File: src/design/spq_pkg.sv
// Shared types and codes for the stable priority queue.
package spq_pkg;

	localparam int DEFAULT_CAPACITY = 16;

	localparam int DATA_W = 32;
	localparam int PRIO_W = 16;

	// operation codes carried on kind
	localparam logic OP_ENQ = 1'b0;
	localparam logic OP_DEQ = 1'b1;

	// result status codes
	localparam logic [1:0] ST_ENQUEUED = 2'd0;
	localparam logic [1:0] ST_FULL     = 2'd1;
	localparam logic [1:0] ST_DEQUEUED = 2'd2;
	localparam logic [1:0] ST_EMPTY    = 2'd3;

	// one stored entry
	typedef struct packed {
		logic signed [PRIO_W-1:0] prio;
		logic signed [DATA_W-1:0] data;
	} entry_t;

endpackage

File: src/design/spq_mem.sv
// Entry store: one write port, one read port, registered read data.
module spq_mem #(
	parameter int DEPTH = spq_pkg::DEFAULT_CAPACITY,
	parameter int AW    = $clog2(spq_pkg::DEFAULT_CAPACITY)
) (
	input  logic            clk,
	input  logic            we,
	input  logic [AW-1:0]   waddr,
	input  spq_pkg::entry_t wdata,
	input  logic            re,
	input  logic [AW-1:0]   raddr,
	output spq_pkg::entry_t rdata
);

	spq_pkg::entry_t mem [DEPTH];
	spq_pkg::entry_t rdata_q;

	always_ff @(posedge clk) begin
		if (we) begin
			mem[waddr] <= wdata;
		end
	end

	always_ff @(posedge clk) begin
		if (re) begin
			rdata_q <= mem[raddr];
		end
	end

	assign rdata = rdata_q;

endmodule

File: src/design/stable_priority_queue_top.sv
// Stable min-first priority queue: sequencer around a circular sorted entry store.
//
// Usage
//   Command channel: an item (kind, item_data, item_priority) is taken at a rising
//   edge with start high and busy low. kind 0 enqueues, kind 1 dequeues.
//   Result channel: every item gives one result (status, out_data, out_priority),
//   shown for exactly one cycle with done high. The receiver cannot stall it.
//   busy falls in the same cycle that done rises, so the next item may be issued
//   while the result is on the ports.
// Storage
//   Entries sit in one RAM, sorted by priority in circular order starting at the
//   head pointer. A dequeue reads the head and bumps the pointer. An enqueue walks
//   back from the tail one entry per cycle, moving each entry of larger priority
//   up one slot, and drops the new entry behind the first one that is not larger,
//   so equal priorities keep arrival order.
// Sequence (acceptance to done)
//   From S_IDLE alone: enqueue when full or empty, dequeue when empty.
//   Dequeue: S_IDLE, then S_DQ. Other enqueues: S_CMP per entry compared, back
//   from the tail to the first that is not larger; S_PUT if all are larger.
//   The walk is set by the single RAM read port, one entry per cycle.
// Reset
//   arst_n clears the count and pointers; RAM contents need no clearing.
module stable_priority_queue_top #(
	parameter int CAPACITY = spq_pkg::DEFAULT_CAPACITY
) (
	input  logic                               clk,
	input  logic                               arst_n,
	input  logic                               start,
	output logic                               busy,
	input  logic                               kind,
	input  logic signed [spq_pkg::DATA_W-1:0] item_data,
	input  logic signed [spq_pkg::PRIO_W-1:0] item_priority,
	output logic                               done,
	output logic        [1:0]                  status,
	output logic signed [spq_pkg::DATA_W-1:0] out_data,
	output logic signed [spq_pkg::PRIO_W-1:0] out_priority
);

	localparam int AW = (CAPACITY > 1) ? $clog2(CAPACITY) : 1;
	localparam int CW = $clog2(CAPACITY + 1);

	typedef enum logic [1:0] {
		S_IDLE,
		S_CMP,
		S_PUT,
		S_DQ
	} state_t;

	state_t          state_q;
	logic [AW-1:0]   head_q;
	logic [AW-1:0]   rd_ptr_q;
	logic [CW-1:0]   count_q;
	logic [CW-1:0]   left_q;
	spq_pkg::entry_t new_q;
	logic            done_q;
	logic [1:0]      status_q;
	logic signed [spq_pkg::DATA_W-1:0] out_data_q;
	logic signed [spq_pkg::PRIO_W-1:0] out_prio_q;

	logic            accept;
	logic            is_empty;
	logic            is_full;
	logic [AW:0]     tail_sum;
	logic [AW-1:0]   tail_ptr;
	logic            larger;
	spq_pkg::entry_t in_entry;

	logic            mem_we;
	logic [AW-1:0]   mem_waddr;
	spq_pkg::entry_t mem_wdata;
	logic            mem_re;
	logic [AW-1:0]   mem_raddr;
	spq_pkg::entry_t mem_rdata;

	function automatic logic [AW-1:0] ptr_inc(input logic [AW-1:0] p);
		if (p == AW'(CAPACITY - 1)) begin
			return '0;
		end
		return p + AW'(1);
	endfunction

	function automatic logic [AW-1:0] ptr_dec(input logic [AW-1:0] p);
		if (p == '0) begin
			return AW'(CAPACITY - 1);
		end
		return p - AW'(1);
	endfunction

	assign busy     = (state_q != S_IDLE);
	assign accept   = start && !busy;
	assign is_empty = (count_q == '0);
	assign is_full  = (count_q == CW'(CAPACITY));

	assign in_entry = {item_priority, item_data};

	// physical slot of the last entry; only used when the queue is not empty
	assign tail_sum = {1'b0, head_q} + (AW + 1)'(count_q) - (AW + 1)'(1);
	assign tail_ptr = (tail_sum >= (AW + 1)'(CAPACITY))
		? AW'(tail_sum - (AW + 1)'(CAPACITY)) : tail_sum[AW-1:0];

	// entry just read sorts behind the new one
	assign larger = (mem_rdata.prio > new_q.prio);

	// RAM port control
	always_comb begin
		mem_we    = 1'b0;
		mem_waddr = head_q;
		mem_wdata = new_q;
		mem_re    = 1'b0;
		mem_raddr = rd_ptr_q;
		case (state_q)
			S_IDLE: begin
				if (accept) begin
					if (kind == spq_pkg::OP_DEQ) begin
						mem_re    = !is_empty;
						mem_raddr = head_q;
					end else if (!is_full) begin
						if (is_empty) begin
							mem_we    = 1'b1;
							mem_waddr = head_q;
							mem_wdata = in_entry;
						end else begin
							mem_re    = 1'b1;
							mem_raddr = tail_ptr;
						end
					end
				end
			end
			S_CMP: begin
				mem_we    = 1'b1;
				mem_waddr = ptr_inc(rd_ptr_q);
				if (larger) begin
					mem_wdata = mem_rdata;
					mem_re    = (left_q != CW'(1));
					mem_raddr = ptr_dec(rd_ptr_q);
				end else begin
					mem_wdata = new_q;
				end
			end
			S_PUT: begin
				mem_we    = 1'b1;
				mem_waddr = rd_ptr_q;
				mem_wdata = new_q;
			end
			S_DQ: begin
				mem_re = 1'b0;
			end
			default: begin
				mem_we = 1'b0;
			end
		endcase
	end

	spq_mem #(
		.DEPTH(CAPACITY),
		.AW   (AW)
	) u_mem (
		.clk  (clk),
		.we   (mem_we),
		.waddr(mem_waddr),
		.wdata(mem_wdata),
		.re   (mem_re),
		.raddr(mem_raddr),
		.rdata(mem_rdata)
	);

	// sequencer
	always_ff @(posedge clk or negedge arst_n) begin
		if (!arst_n) begin
			state_q    <= S_IDLE;
			head_q     <= '0;
			rd_ptr_q   <= '0;
			count_q    <= '0;
			left_q     <= '0;
			new_q      <= '0;
			done_q     <= 1'b0;
			status_q   <= spq_pkg::ST_ENQUEUED;
			out_data_q <= '0;
			out_prio_q <= '0;
		end else begin
			done_q <= 1'b0;
			case (state_q)
				S_IDLE: begin
					if (accept) begin
						new_q      <= in_entry;
						out_data_q <= '0;
						out_prio_q <= '0;
						if (kind == spq_pkg::OP_DEQ) begin
							if (is_empty) begin
								done_q   <= 1'b1;
								status_q <= spq_pkg::ST_EMPTY;
							end else begin
								state_q <= S_DQ;
							end
						end else if (is_full) begin
							done_q   <= 1'b1;
							status_q <= spq_pkg::ST_FULL;
						end else if (is_empty) begin
							done_q   <= 1'b1;
							status_q <= spq_pkg::ST_ENQUEUED;
							count_q  <= count_q + CW'(1);
						end else begin
							rd_ptr_q <= tail_ptr;
							left_q   <= count_q;
							state_q  <= S_CMP;
						end
					end
				end
				S_CMP: begin
					if (larger) begin
						if (left_q == CW'(1)) begin
							// everything stored is larger: new entry goes to the front
							state_q <= S_PUT;
						end else begin
							rd_ptr_q <= ptr_dec(rd_ptr_q);
							left_q   <= left_q - CW'(1);
						end
					end else begin
						done_q   <= 1'b1;
						status_q <= spq_pkg::ST_ENQUEUED;
						count_q  <= count_q + CW'(1);
						state_q  <= S_IDLE;
					end
				end
				S_PUT: begin
					done_q   <= 1'b1;
					status_q <= spq_pkg::ST_ENQUEUED;
					count_q  <= count_q + CW'(1);
					state_q  <= S_IDLE;
				end
				S_DQ: begin
					done_q     <= 1'b1;
					status_q   <= spq_pkg::ST_DEQUEUED;
					out_data_q <= mem_rdata.data;
					out_prio_q <= mem_rdata.prio;
					head_q     <= ptr_inc(head_q);
					count_q    <= count_q - CW'(1);
					state_q    <= S_IDLE;
				end
				default: begin
					state_q <= S_IDLE;
				end
			endcase
		end
	end

	assign done         = done_q;
	assign status       = status_q;
	assign out_data     = out_data_q;
	assign out_priority = out_prio_q;

	a_count_bound: assert property (@(posedge clk) disable iff (!arst_n)
		count_q <= CW'(CAPACITY))
		else $error("entry count above capacity");

	a_no_rw_collide: assert property (@(posedge clk) disable iff (!arst_n)
		!(mem_we && mem_re && (mem_waddr == mem_raddr)))
		else $error("read and write hit the same slot");

	a_done_idle: assert property (@(posedge clk) disable iff (!arst_n)
		done_q |-> (state_q == S_IDLE))
		else $error("result strobe while sequencer busy");

	a_deq_count: assert property (@(posedge clk) disable iff (!arst_n)
		(done_q && (status_q == spq_pkg::ST_DEQUEUED))
			|-> ((count_q + CW'(1)) == $past(count_q)))
		else $error("dequeue did not drop the count by one");

endmodule
File: config.mk
export PLATFORM = sky130hd
export DESIGN_NAME = stable_priority_queue_top
export DESIGN_NICKNAME = d
export VERILOG_FILES = /design/src/design/spq_pkg.sv /design/src/design/spq_mem.sv /design/src/design/stable_priority_queue_top.sv
export SDC_FILE = /design/constraint.sdc
export NUM_CORES = 1
export LEC_CHECK = 0
export BUFFER_PORTS_ARGS = -buffer_cell sky130_fd_sc_hd__buf_2
export CAP_MARGIN = 40
export CORE_MARGIN = 2
export CORE_UTILIZATION = 50
export DETAILED_ROUTE_END_ITERATION = 7
export PLACE_DENSITY = 0.78
export SETUP_SLACK_MARGIN = 0.2
export SLEW_MARGIN = 20
export SYNTH_ARGS = -nofsm -noshare
export SYNTH_HDL_FRONTEND = slang
export SYNTH_HIERARCHICAL = 1
export SYNTH_SLANG_ARGS = --single-unit
File: constraint.sdc
create_clock -name clk -period 9.45 [get_ports clk]
set_clock_uncertainty 0.1 [all_clocks]
set_input_delay 1.89 -clock clk [delete_from_list [all_inputs] [get_ports clk]]
set_output_delay 1.89 -clock clk [all_outputs]
set_load 0.05 [all_outputs]
==> impl_results.md <==
- Post-synthesis sequential area ratio: 0.728
- Final setup fails: 0
- DRT Wirelength: 100000 um
- Initial antenna violation count: 3
- Worst min path class: reg2reg
- 1st-iter DRT viols: 2921
- CTS tree: done
- Fin crit share: 0.591
- Status: finished clean
- Die H: 279 um
- Critical path fanouts, max: 121
- RD Place Congestion: 0.908
- Grt ovf: 0
- I/O pins: 104
- Layout cells sized above 1: 0.260
- YS warnings: 6
- Port Buffers: 103
- Post-DP Area: 39900 um^2
- CP Data Arrival Time: 5870 ps
- Worst-margin pin slew: 826 ps
- Cells after synthesis: 2098
- TritonCTS Sinks: 935
- RSZ-0062 raised after global routing: no
- Post-synth top flop: edfxtp_1
- Routed met2 length: 50000 um
- Placed insts: 3108
- Clock latency on the worst-skew pair: 650 ps
- Highest metal layer with signal wires: met5
- Post-CTS Setup Repair Bufs: 0
- Crit Path Class: reg2reg
- Drt pass-1 iters: 6
- Sequential cell area: 27500 um^2
- Maximum buffer depth of the clock tree: 3
- Largest net degree at the start of global routing: 122
- Hold_buf cts: 0
- Clock buffer count from CTS: 86
- Vias: 22.0k
- Most common cell after layout, fill and taps aside: edfxtp_1
- Antenna viol nets, final: 0
- Worst setup EP type: flip-flop
- Max Slew Vio Count: 0
- GRT Util Overall: 0.258
- DP HPWL: 53300 um
- Register bit total from synthesis: 935
- Vias in the first global route: 22.3k
- Vias per cell: 6.72
- Wire length on met3: 11100 um
- Min Clock Period, post-route: 5580 ps
- Clk root buf: clkbuf_16
- Nets: 2316
- Most frequent cells in the layout: edfxtp_1 (816), mux4_2 (192), nand2_1 (168), dfrtp_1 (119), nand3_1 (113)
- Std cell rows: 100
- CP Launch Type: flip-flop
- Syn Area/Cell: 18.0 um^2
- Area delta synth->final: 13.8%
- Post-CTS Resized: 0
- Post-synth EDFFs: 816
- Syn Nets: 2184
- Setup TNS: 0 ps
- DR WL/cell: 30.6 um
- Initial Util: 0.506
- Layout fillers: 5304
- Endpoints failing hold: 0
- First-pass GRT wire length: 147000 um
- Finished Cell Area: 42900 um^2
- Multi-input gate area: 9700 um^2
- CP required: 9740 ps
- DIE AREA: 77700 um^2
- Met1 wire length: 34100 um
- Relative slew slack: 0.449
- Netlist cell types: 68
- Max frequency: 0.179 GHz
- Die W: 279 um
- Clock transition at the registers of the reported paths: 70 ps
- Drt drc: 0
- Async S/R FF share, synth: 0.127
- Core Footprint: 74600 um^2
- Mapped cell area: 37700 um^2
- Non-Filler Instances: 3275
- CTS H-tree lvls: 3
- # Max-Cap Violations: 0
[sequential cells by signal (all words and copies together), names as in the netlist]
register / count
left_q: 5
count_q: 5
out_priority: 16
out_data: 32
u_mem/rdata: 48
head_q: 4
rd_ptr_q: 4
new_q: 48
done: 1
status: 2
u_mem/mem: 768
state_q: 2
[synthesized netlist by cell type, drive strengths merged, types with 5 or more instances]
library cell,n,area (um^2)
a21oi,113,566
a221o,14,140
a22o,48,420
a22oi,100,751
a31oi,8,50.1
and2,5,31.3
buf,64,384
clkbuf,65,244
dfrtp,119,2980
edfxtp,816,24500
ha,32,400
inv,40,150
mux2,51,574
mux2i,5,50.1
mux4,192,4320
nand2,172,653
nand3,113,566
nor2,32,120
nor3,11,77.6
o21ai,19,95.1
o22ai,6,50.0
o311ai,6,52.6
xnor2,7,61.3
[metrics by stage]
stage,hold WS [ps],util,setup WS [ps]
floorplan,368,-,2490
global placement,385,0.529,3730
detailed placement,390,0.536,4090
CTS,406,0.575,4030
global route,428,0.576,3770
finish,407,0.576,3870
[worst max-delay path: stages, from the launching register on]
cell     delay [ps]
dfrtp_1         410
inv_1            90
ha_1            350
nand4_1         280
nor4_2          450
a21oi_1         270
nand2_2         140
buf_4           600
mux2i_1         300
a221o_4         480
buf_16          320
buf_12          610
mux4_2          430
a22oi_1         260
nand2_1         130
[cell families (layout without fill, tap and decap cells)]
group / after synthesis / after routing / share of synthesized area
AO/OA/AOI/OAI: 344 / 344 / 0.0632
XOR/XNOR: 9 / 9 / 0.00209
adder cells (fa/ha/maj): 34 / 34 / 0.0117
buffers and inverters: 170 / 375 / 0.0207
flip-flops: 935 / 935 / 0.728
multiplexers: 248 / 248 / 0.131
other: 0 / 3 / 0
AND/OR/NAND/NOR: 358 / 358 / 0.0431
[per-layer routing]
metal,vias to the layer above,track usage
li1,8743,-
met1,11300,0.322
met2,1655,0.435
met3,339,0.0490
met4,2,0.129
met5,-,0
[cell type report]
cell class | instances | share of cell area
tap | 969 | 0.0282
clock buffer | 100 | 0.0528
inverter | 41 | 0.00358
sequential | 935 | 0.640
antenna | 3 | 0.000175
clock inverter | 61 | 0.0158
multi-input combinational | 993 | 0.226
timing repair buffer | 173 | 0.0339
[final timing paths]
kind                                 start              end  slack (ps)  cells past startpoint
max                              new_q[47]  u_mem/rdata[31]        3870                     14
min                        out_priority[7]  out_priority[7]         410                      1
max reg2reg                      new_q[47]  u_mem/rdata[31]        3870                     14
min reg2reg                out_priority[7]  out_priority[7]         410                      1
max in group asynchronous           arst_n        new_q[15]        6830                      3
min in group asynchronous           arst_n        new_q[32]        1210                      1
Power is not shown: default switching activity piles up to over one toggle a cycle in this logic, so the estimate is an artifact.
